`config.mk`:
```
export PLATFORM = sky130hd
export DESIGN_NAME = stable_priority_queue
export DESIGN_NICKNAME = d
export VERILOG_FILES = /design/src/design/spq_pkg.sv /design/src/design/spq_ram.sv /design/src/design/spq_ctrl.sv /design/src/design/stable_priority_queue.sv
export SDC_FILE = /design/constraint.sdc
export NUM_CORES = 1
export LEC_CHECK = 0
export BUFFER_PORTS_ARGS = -buffer_cell sky130_fd_sc_hd__buf_2
export CAP_MARGIN = 20
export CORE_MARGIN = 1
export CORE_UTILIZATION = 52
export CTS_CLUSTER_SIZE = 25
export DETAILED_ROUTE_END_ITERATION = 8
export GPL_TIMING_DRIVEN = 1
export PLACE_DENSITY = 0.7
export SLEW_MARGIN = 15
export SYNTH_ARGS = -nofsm -noshare
export SYNTH_HDL_FRONTEND = slang
export SYNTH_HIERARCHICAL = 1
export SYNTH_SLANG_ARGS = --single-unit
export TNS_END_PERCENT = 50
```
`constraint.sdc`:
```
create_clock -name clk -period 6.1 [get_ports clk]
set_input_delay 0 -clock clk [delete_from_list [all_inputs] [get_ports clk]]
set_output_delay 0 -clock clk [all_outputs]
set_load 0.05 [all_outputs]
```
`src/design/spq_pkg.sv`:
```
`default_nettype none

package spq_pkg;

    // queue geometry
    localparam int CAPACITY = 16;
    localparam int IDX_W    = (CAPACITY > 1) ? $clog2(CAPACITY) : 1;
    localparam int CNT_W    = $clog2(CAPACITY + 1);

    // entry layout: priority in the upper bits, item in the lower bits
    localparam int ITEM_W  = 8;
    localparam int PRIO_W  = 4;
    localparam int ENTRY_W = PRIO_W + ITEM_W;

    localparam logic [ITEM_W-1:0] EMPTY_DATA = '1;

    // operation codes
    localparam logic FUNC_ENQ = 1'b0;
    localparam logic FUNC_DEQ = 1'b1;

    // status codes
    localparam logic [1:0] STAT_OK    = 2'd0;
    localparam logic [1:0] STAT_EMPTY = 2'd1;
    localparam logic [1:0] STAT_FULL  = 2'd2;

    typedef struct packed {
        logic              func;
        logic [ITEM_W-1:0] item;
        logic [PRIO_W-1:0] priority_req;
    } cmd_word_t;

    typedef struct packed {
        logic [ITEM_W-1:0] data_out;
        logic [1:0]        status;
        logic              now_empty;
    } rsp_word_t;

    typedef enum logic [2:0] {
        S_IDLE,
        S_DEQ,
        S_SHIFT,
        S_PLACE,
        S_RESULT
    } state_t;

    typedef struct packed {
        state_t           state;
        logic [CNT_W-1:0] count;
    } ctrl_stat_t;

    // circular address: base plus offset, wrapped at the capacity
    function automatic logic [IDX_W-1:0] wrap_addr(input logic [IDX_W-1:0] base,
                                                   input logic [IDX_W-1:0] off);
        logic [IDX_W:0] sum;
        sum = {1'b0, base} + {1'b0, off};
        if (sum >= (IDX_W+1)'(CAPACITY))
        begin
            sum = sum - (IDX_W+1)'(CAPACITY);
        end
        return sum[IDX_W-1:0];
    endfunction

endpackage

`default_nettype wire

```
`src/design/spq_ram.sv`:
```
`default_nettype none

module spq_ram #(
    parameter int DEPTH = 16,
    parameter int WIDTH = 12
) (
    input  wire logic                                        clk,
    input  wire logic                                        we,
    input  wire logic [((DEPTH > 1) ? $clog2(DEPTH) : 1)-1:0] waddr,
    input  wire logic [WIDTH-1:0]                            wdata,
    input  wire logic                                        re,
    input  wire logic [((DEPTH > 1) ? $clog2(DEPTH) : 1)-1:0] raddr,
    output logic      [WIDTH-1:0]                            rdata
);

    logic [WIDTH-1:0] mem [DEPTH];

    // write port
    always_ff @(posedge clk)
    begin
        if (we)
        begin
            mem[waddr] <= wdata;
        end
    end

    // registered read port
    always_ff @(posedge clk)
    begin
        if (re)
        begin
            rdata <= mem[raddr];
        end
    end

endmodule

`default_nettype wire

```
`src/design/spq_ctrl.sv`:
```
`default_nettype none

module spq_ctrl (
    input  wire logic                            clk,
    input  wire logic                            rst_n,
    input  wire logic                            cmd_valid,
    output logic                                 cmd_stall,
    input  wire spq_pkg::cmd_word_t              cmd,
    input  wire logic                            slot_free,
    output logic                                 res_valid,
    output spq_pkg::rsp_word_t                   res,
    output logic                                 mem_we,
    output logic [spq_pkg::IDX_W-1:0]            mem_waddr,
    output logic [spq_pkg::ENTRY_W-1:0]          mem_wdata,
    output logic                                 mem_re,
    output logic [spq_pkg::IDX_W-1:0]            mem_raddr,
    input  wire logic [spq_pkg::ENTRY_W-1:0]     mem_rdata,
    output spq_pkg::ctrl_stat_t                  stat
);

    spq_pkg::state_t                  state_reg, state_next;
    logic [spq_pkg::IDX_W-1:0]        head_reg, head_next;
    logic [spq_pkg::CNT_W-1:0]        count_reg, count_next;
    logic [spq_pkg::IDX_W-1:0]        pos_reg, pos_next;
    logic [spq_pkg::ENTRY_W-1:0]      new_entry_reg, new_entry_next;
    spq_pkg::rsp_word_t               res_reg, res_next;

    logic                             fin;
    spq_pkg::rsp_word_t               fin_word;
    logic [spq_pkg::ENTRY_W-1:0]      cmd_entry;
    logic                             shift_up;

    assign cmd_entry = {cmd.priority_req, cmd.item};
    assign shift_up  = mem_rdata[spq_pkg::ENTRY_W-1:spq_pkg::ITEM_W]
                       > new_entry_reg[spq_pkg::ENTRY_W-1:spq_pkg::ITEM_W];
    assign cmd_stall = (state_reg != spq_pkg::S_IDLE);

    assign stat.state = state_reg;
    assign stat.count = count_reg;

    // control state
    always_ff @(posedge clk or negedge rst_n)
    begin
        if (!rst_n)
        begin
            state_reg <= spq_pkg::S_IDLE;
            head_reg  <= '0;
            count_reg <= '0;
        end
        else
        begin
            state_reg <= state_next;
            head_reg  <= head_next;
            count_reg <= count_next;
        end
    end

    // working registers
    always_ff @(posedge clk)
    begin
        pos_reg       <= pos_next;
        new_entry_reg <= new_entry_next;
        res_reg       <= res_next;
    end

    // sequencer: insertion walks from the tail toward the head, one entry a cycle
    always_comb
    begin
        state_next     = state_reg;
        head_next      = head_reg;
        count_next     = count_reg;
        pos_next       = pos_reg;
        new_entry_next = new_entry_reg;
        res_next       = res_reg;
        mem_we         = 1'b0;
        mem_waddr      = spq_pkg::wrap_addr(head_reg, pos_reg);
        mem_wdata      = new_entry_reg;
        mem_re         = 1'b0;
        mem_raddr      = head_reg;
        res_valid      = 1'b0;
        res            = res_reg;
        fin            = 1'b0;
        fin_word       = '{data_out: '0, status: spq_pkg::STAT_OK, now_empty: 1'b0};

        case (state_reg)
            spq_pkg::S_IDLE:
            begin
                if (cmd_valid)
                begin
                    if (cmd.func == spq_pkg::FUNC_DEQ)
                    begin
                        if (count_reg == '0)
                        begin
                            fin      = 1'b1;
                            fin_word = '{data_out: spq_pkg::EMPTY_DATA,
                                         status: spq_pkg::STAT_EMPTY, now_empty: 1'b1};
                        end
                        else
                        begin
                            mem_re     = 1'b1;
                            mem_raddr  = head_reg;
                            state_next = spq_pkg::S_DEQ;
                        end
                    end
                    else if (count_reg == spq_pkg::CNT_W'(spq_pkg::CAPACITY))
                    begin
                        fin      = 1'b1;
                        fin_word = '{data_out: '0, status: spq_pkg::STAT_FULL,
                                     now_empty: 1'b0};
                    end
                    else
                    begin
                        new_entry_next = cmd_entry;
                        if (count_reg == '0)
                        begin
                            mem_we     = 1'b1;
                            mem_waddr  = head_reg;
                            mem_wdata  = cmd_entry;
                            count_next = count_reg + 1'b1;
                            fin        = 1'b1;
                        end
                        else
                        begin
                            mem_re     = 1'b1;
                            mem_raddr  = spq_pkg::wrap_addr(head_reg,
                                             count_reg[spq_pkg::IDX_W-1:0] - 1'b1);
                            pos_next   = count_reg[spq_pkg::IDX_W-1:0];
                            state_next = spq_pkg::S_SHIFT;
                        end
                    end
                end
            end

            spq_pkg::S_DEQ:
            begin
                head_next  = spq_pkg::wrap_addr(head_reg, spq_pkg::IDX_W'(1));
                count_next = count_reg - 1'b1;
                fin        = 1'b1;
                fin_word   = '{data_out: mem_rdata[spq_pkg::ITEM_W-1:0],
                               status: spq_pkg::STAT_OK,
                               now_empty: (count_reg == spq_pkg::CNT_W'(1))};
            end

            spq_pkg::S_SHIFT:
            begin
                mem_we = 1'b1;
                if (shift_up)
                begin
                    // move the less urgent entry one place toward the tail
                    mem_wdata = mem_rdata;
                    pos_next  = pos_reg - 1'b1;
                    if (pos_reg == spq_pkg::IDX_W'(1))
                    begin
                        state_next = spq_pkg::S_PLACE;
                    end
                    else
                    begin
                        mem_re    = 1'b1;
                        mem_raddr = spq_pkg::wrap_addr(head_reg, pos_reg - spq_pkg::IDX_W'(2));
                    end
                end
                else
                begin
                    mem_wdata  = new_entry_reg;
                    count_next = count_reg + 1'b1;
                    fin        = 1'b1;
                end
            end

            spq_pkg::S_PLACE:
            begin
                mem_we     = 1'b1;
                mem_wdata  = new_entry_reg;
                count_next = count_reg + 1'b1;
                fin        = 1'b1;
            end

            spq_pkg::S_RESULT:
            begin
                res_valid = 1'b1;
                if (slot_free)
                begin
                    state_next = spq_pkg::S_IDLE;
                end
            end

            default:
            begin
                state_next = spq_pkg::S_IDLE;
            end
        endcase

        // hand the finished word to the output, or park it
        if (fin)
        begin
            res_valid  = 1'b1;
            res        = fin_word;
            res_next   = fin_word;
            state_next = slot_free ? spq_pkg::S_IDLE : spq_pkg::S_RESULT;
        end
    end

endmodule

`default_nettype wire

```
`src/design/stable_priority_queue.sv`:
```
// A dequeue from an empty queue, and an enqueue into a full or empty queue, finish without a memory read.
// A dequeue makes one memory read. An enqueue into a non-empty queue reads the tail entry, then
// moves each less urgent entry one place toward the tail before writing the new entry.
// One word at a time: the next word is taken once the result has entered the output register.
// Reset clears the entry count, head pointer and control; the entry memory is not cleared.
`default_nettype none

module stable_priority_queue (
    input  wire logic               clk,
    input  wire logic               rst_n,
    input  wire logic               cmd_valid,
    output logic                    cmd_stall,
    input  wire spq_pkg::cmd_word_t cmd,
    output logic                    rsp_valid,
    input  wire logic               rsp_stall,
    output spq_pkg::rsp_word_t      rsp
);

    logic                           slot_free;
    logic                           res_valid;
    spq_pkg::rsp_word_t             res;
    logic                           mem_we;
    logic [spq_pkg::IDX_W-1:0]      mem_waddr;
    logic [spq_pkg::ENTRY_W-1:0]    mem_wdata;
    logic                           mem_re;
    logic [spq_pkg::IDX_W-1:0]      mem_raddr;
    logic [spq_pkg::ENTRY_W-1:0]    mem_rdata;
    spq_pkg::ctrl_stat_t            stat;

    logic                           rsp_valid_reg;
    spq_pkg::rsp_word_t             rsp_reg;

    assign slot_free = !rsp_valid_reg || !rsp_stall;
    assign rsp_valid = rsp_valid_reg;
    assign rsp       = rsp_reg;

    // entry memory
    spq_ram #(
        .DEPTH (spq_pkg::CAPACITY),
        .WIDTH (spq_pkg::ENTRY_W)
    ) u_ram (
        .clk   (clk),
        .we    (mem_we),
        .waddr (mem_waddr),
        .wdata (mem_wdata),
        .re    (mem_re),
        .raddr (mem_raddr),
        .rdata (mem_rdata)
    );

    // sequencer
    spq_ctrl u_ctrl (
        .clk       (clk),
        .rst_n     (rst_n),
        .cmd_valid (cmd_valid),
        .cmd_stall (cmd_stall),
        .cmd       (cmd),
        .slot_free (slot_free),
        .res_valid (res_valid),
        .res       (res),
        .mem_we    (mem_we),
        .mem_waddr (mem_waddr),
        .mem_wdata (mem_wdata),
        .mem_re    (mem_re),
        .mem_raddr (mem_raddr),
        .mem_rdata (mem_rdata),
        .stat      (stat)
    );

    // output register valid
    always_ff @(posedge clk or negedge rst_n)
    begin
        if (!rst_n)
        begin
            rsp_valid_reg <= 1'b0;
        end
        else if (res_valid && slot_free)
        begin
            rsp_valid_reg <= 1'b1;
        end
        else if (!rsp_stall)
        begin
            rsp_valid_reg <= 1'b0;
        end
    end

    // output register word
    always_ff @(posedge clk)
    begin
        if (res_valid && slot_free)
        begin
            rsp_reg <= res;
        end
    end

    // checks
    a_count_bound: assert property (@(posedge clk) disable iff (!rst_n)
        stat.count <= spq_pkg::CNT_W'(spq_pkg::CAPACITY))
        else $error("entry count above capacity");

    a_count_step: assert property (@(posedge clk) disable iff (!rst_n)
        ##1 (stat.count == $past(stat.count) || stat.count == $past(stat.count) + 1'b1
             || stat.count == $past(stat.count) - 1'b1))
        else $error("entry count moved by more than one");

    a_park_held: assert property (@(posedge clk) disable iff (!rst_n)
        stat.state == spq_pkg::S_RESULT |-> rsp_valid)
        else $error("result parked while output register empty");

    a_empty_word: assert property (@(posedge clk) disable iff (!rst_n)
        rsp_valid && rsp.status == spq_pkg::STAT_EMPTY
        |-> rsp.now_empty && rsp.data_out == spq_pkg::EMPTY_DATA)
        else $error("empty dequeue word malformed");

endmodule

`default_nettype wire
```
==> results <==
- The die is 147 um wide.
- The worst-path maximum fanout is 19.
- For this design the static power due to leakage is 4.28 nW.
- For this block, the via count after detailed routing is 6155.
- The mapped cell area is 10900 um^2.
- The number of nets at the end of the flow is 754.
- Of the available clock period, the critical path in the final layout requires 0.689.
- The first global-routing pass estimated 35.9 mm of wire.
- Of the cells placed in the final design, the portion with a size suffix greater than 1 is 0.199.
- The die is 147 um tall.
- Data on the critical path arrives at its endpoint at 4470 ps.
- The HPWL reported at the end of detailed placement is 15.0 mm.
- Buffers placed on the I/O ports in this run total 29.
- The number of buffers inserted during clock tree synthesis is 25.
- The element type at the critical path start is a flip-flop.
- The xor and xnor area share after synthesis is 0.0144.
- The sequential-to-total area share from yosys stat is 0.685.
- The initial core utilization is 0.534.
- After clock tree synthesis, the setup repair step added 0 buffers.
- The slew at the pin closest to its max-slew limit is 950 ps.
- After synthesis, the share of flip-flops with an asynchronous set or reset is 0.0510.
- Clock-pin slew was measured on the worst setup and hold paths at 60 ps.
- STA classifies the critical path endpoint as a flip-flop.
- The post-layout minimum cycle time is 4200 ps.
- After clock tree synthesis, the repair step resized 0 gates.
- Power spread over the standard cell area amounts to 608 nW/um^2.
- The root buffer cell is clkbuf_16.
- The worst setup path is of the reg2reg kind.
- The achievable frequency is 238 MHz.
- Clock skew on the completed layout was measured at 9.39 ps.
- Across the run, the number of max-cap violations was 0.
- Entering global routing, the biggest net connects 49 pins.
- The detailed-route DRC error count is 0.
- Global routing finished with a remaining overflow of 0.
- By area, the combinational part of the netlist is dominated by multiplexers.
- In this run the core area contains 52 standard-cell rows.
- The most used flip-flop cell after synthesis is edfxtp_1.
- The register with the most flip-flops in the layout has 192 of them.
- Using the TritonRoute via totals, the vias-per-cell ratio works out to 6.14.
- TritonCTS built the clock tree.
- For this block, the initial DRC count from the detailed router was 452.
- The number of antenna diodes is 0.
- The combined global-route utilization of all metal layers is 0.224.
- The iteration count of the initial detailed-routing pass is 5.
- The count of final max-slew check failures is 0.
- The detailed-routed wire length on met2 is 11.6 mm.
- The number of unique standard cell types used by synthesis is 59.
- The finished layout cell area is 12300 um^2.
- The via count of the first global-routing pass was 6164.
- The H-tree depth reported by CTS is 1.
- Of the post-synthesis cell area, the part taken by muxes is 0.112.
- 30 I/O pins were placed.
- The number of storage elements in the synthesis netlist is 255.
- Synthesis produced a netlist with a net count of 688.
- The die area is 21600 um^2.
- The flow ran to the end, and the final reports show no timing, DRC or antenna violations.
- The setup TNS after final layout is 0 ps.
- The synthesized design contains 231 enable-type register cells.
- Of the total synthesized cell area, the portion taken by full adders, half adders and majority gates is 0.0296.
- The initial antenna violation count is 0.
- The final-report hold violation count is 0.
- The core region area is 20400 um^2.
- The detailed route wirelength on metal3 is 1.68 mm.
- Setup violations remaining at the end of the flow were counted as 0.
- The worst endpoint required time is 6370 ps.
- The total placed instance area is 11400 um^2.
- The highest metal layer carrying signal wires in the routed design is met4.
- The detailed router put a total of 9.75 mm of wire on met1.
- Routability-driven placement finished with a final weighted congestion of 0.827.
- The total length of routed wires is 23.7 mm.
- For this design, the sink count on the clock tree is 255.
- From synthesis to final layout, the design area changed by 12.8%.
- A synthesized cell averages 16.9 um^2.
- The path class of the lowest-slack min-delay path is in2reg.
- The longest clock path from root to sink contains 3 buffers.
- The total of warnings raised by yosys is 6.
- For the worst-skew pair, the clock arrives at the later sink with an insertion delay of 530 ps.
- Counting the fill cells in the layout gives 1491.
- The share of synthesized cell area in and, or, nand and nor gates is 0.0510.
- Setup repair after global routing left no endpoint under its margin.
- The post-synthesis compound-gate area fraction is 0.0781.
- The number of nets with antenna violations after routing is 0.
- Hold repair after CTS inserted 15 buffers.
- In the synthesized netlist, the number of instances is 647.
- Headroom to the max-slew limit came out at 0.364.
- The maximum resistive drop on vdd is 0.403 mV.
- The detailed-route wire length per cell is 23.7 um.
[worst paths after layout]
kind / to / cells after the start / slack, ps / from
setup / recovery: u_ram/rdata[7] / 10 / 1900 / u_ram/rdata[9]
hold / removal: u_ctrl/state_reg[0] / 4 / 8 / cmd_valid
setup reg to reg: u_ram/rdata[7] / 10 / 1900 / u_ram/rdata[9]
hold reg to reg: u_ctrl/res_reg[1] / 2 / 510 / u_ctrl/res_reg[1]
max in group asynchronous: u_ctrl/count_reg[4] / 3 / 5140 / rst_n
min in group asynchronous: u_ctrl/head_reg[0] / 3 / 550 / rst_n
[metal layers]
| metal | global-route usage | vias up |
|---|---|---|
| met3 | 0.0345 | 59 |
| met2 | 0.371 | 269 |
| met4 | 0.0667 | 0 |
| li1 | - | 2680 |
| met5 | 0 | - |
| met1 | 0.309 | 3147 |
[synthesized netlist by cell type, types with 3 or more instances]
library cell    n  area share
a21o_1          3      0.0021
a21oi_1        14      0.0064
a221oi_1        8      0.0064
a22oi_1        37       0.025
buf_2          13      0.0060
clkbuf_1       11      0.0038
dfrtp_1        13       0.030
dfxtp_1        11       0.020
edfxtp_1      231        0.64
fa_1            3      0.0055
ha_1           21       0.024
inv_1          37       0.013
mux2i_1         8      0.0073
mux4_1         15       0.036
mux4_2         33       0.068
nand2_1        33       0.011
nand2b_1        6      0.0034
nand3_1         7      0.0032
nand3b_1        3      0.0021
nor2_1         29       0.010
nor2b_1         5      0.0029
nor3_1          8      0.0037
nor3b_1         3      0.0021
o21a_1          3      0.0021
o21ai_0        23       0.011
o21ai_2        10      0.0080
o21bai_1        3      0.0021
xnor2_1        10      0.0080
xor2_1          8      0.0064
[layout make-up]
cell class	instances	area [um^2]	area share
clock buffer	35	673	0.0547
clock inverter	11	66.3	0.00539
inverter	37	139	0.0113
multi-input combinational	325	3130	0.254
sequential	255	7480	0.608
tap	270	338	0.0274
timing repair buffer	69	487	0.0395
[stage by stage]
| stage | utilization | instances | hold WS [ps] | worst slack (ps) | power, mW |
|---|---|---|---|---|---|
| finish | 0.603 | 1002 | 7.87 | 1900 | 7.49 |
| global placement | 0.558 | 938 | -92.9 | 1990 | 5.95 |
| CTS | 0.602 | 1001 | 4.60 | 1930 | 7.49 |
| floorplan | - | 647 | -296 | 2660 | 5.18 |
| global route | 0.603 | 1002 | 40.0 | 1660 | 7.85 |
| detailed placement | 0.559 | 940 | -82.8 | 1950 | 6.09 |
[power by group]
group          leakage, nW  total, mW  internal [mW]  switching (mW)
sequential            2.35       2.75           2.52           0.228
clock                0.359       1.40          0.774           0.626
combinational         1.57       3.34           1.32            2.02
total                 4.28       7.49           4.61            2.88
[kinds of logic (layout without fill, tap and decap cells)]
| family | after synthesis | count (layout) |
|---|---|---|
| multiplexers | 56 | 56 |
| buffers and inverters | 67 | 152 |
| AND/OR/NAND/NOR | 110 | 110 |
| AO/OA/AOI/OAI | 117 | 117 |
| flip-flops | 255 | 255 |
| XOR/XNOR | 18 | 18 |
| adder cells (fa/ha/maj) | 24 | 24 |
[critical path, cell delays in order, from the launching register on]
cell,delay [ps]
edfxtp_1,440
ha_1,330
nor2b_1,120
o211ai_1,180
a211oi_2,540
mux2i_1,250
a221o_2,590
buf_4,450
mux4_1,680
a22oi_1,230
nand2_1,100
[layout by cell type (no fill, tap or decap), types with 4 or more instances in the layout]
cell / n
clkinv_1: 5
dfrtp_1: 13
xnor2_1: 10
dlygate4sd3_1: 15
inv_1: 37
a22oi_1: 37
mux4_2: 33
nor3_1: 6
mux2i_1: 8
o21ai_2: 10
nor2_1: 27
clkbuf_16: 25
nand2b_1: 6
clkbuf_1: 9
buf_4: 24
xor2_1: 8
nor2b_1: 5
a21oi_1: 14
ha_1: 21
clkinv_2: 4
edfxtp_1: 231
nand3_1: 7
dfxtp_1: 11
nand2_1: 33
mux4_1: 15
o21ai_0: 23
buf_2: 29
a221oi_1: 8
No activity file was read; power rests on OpenSTA's default activity.
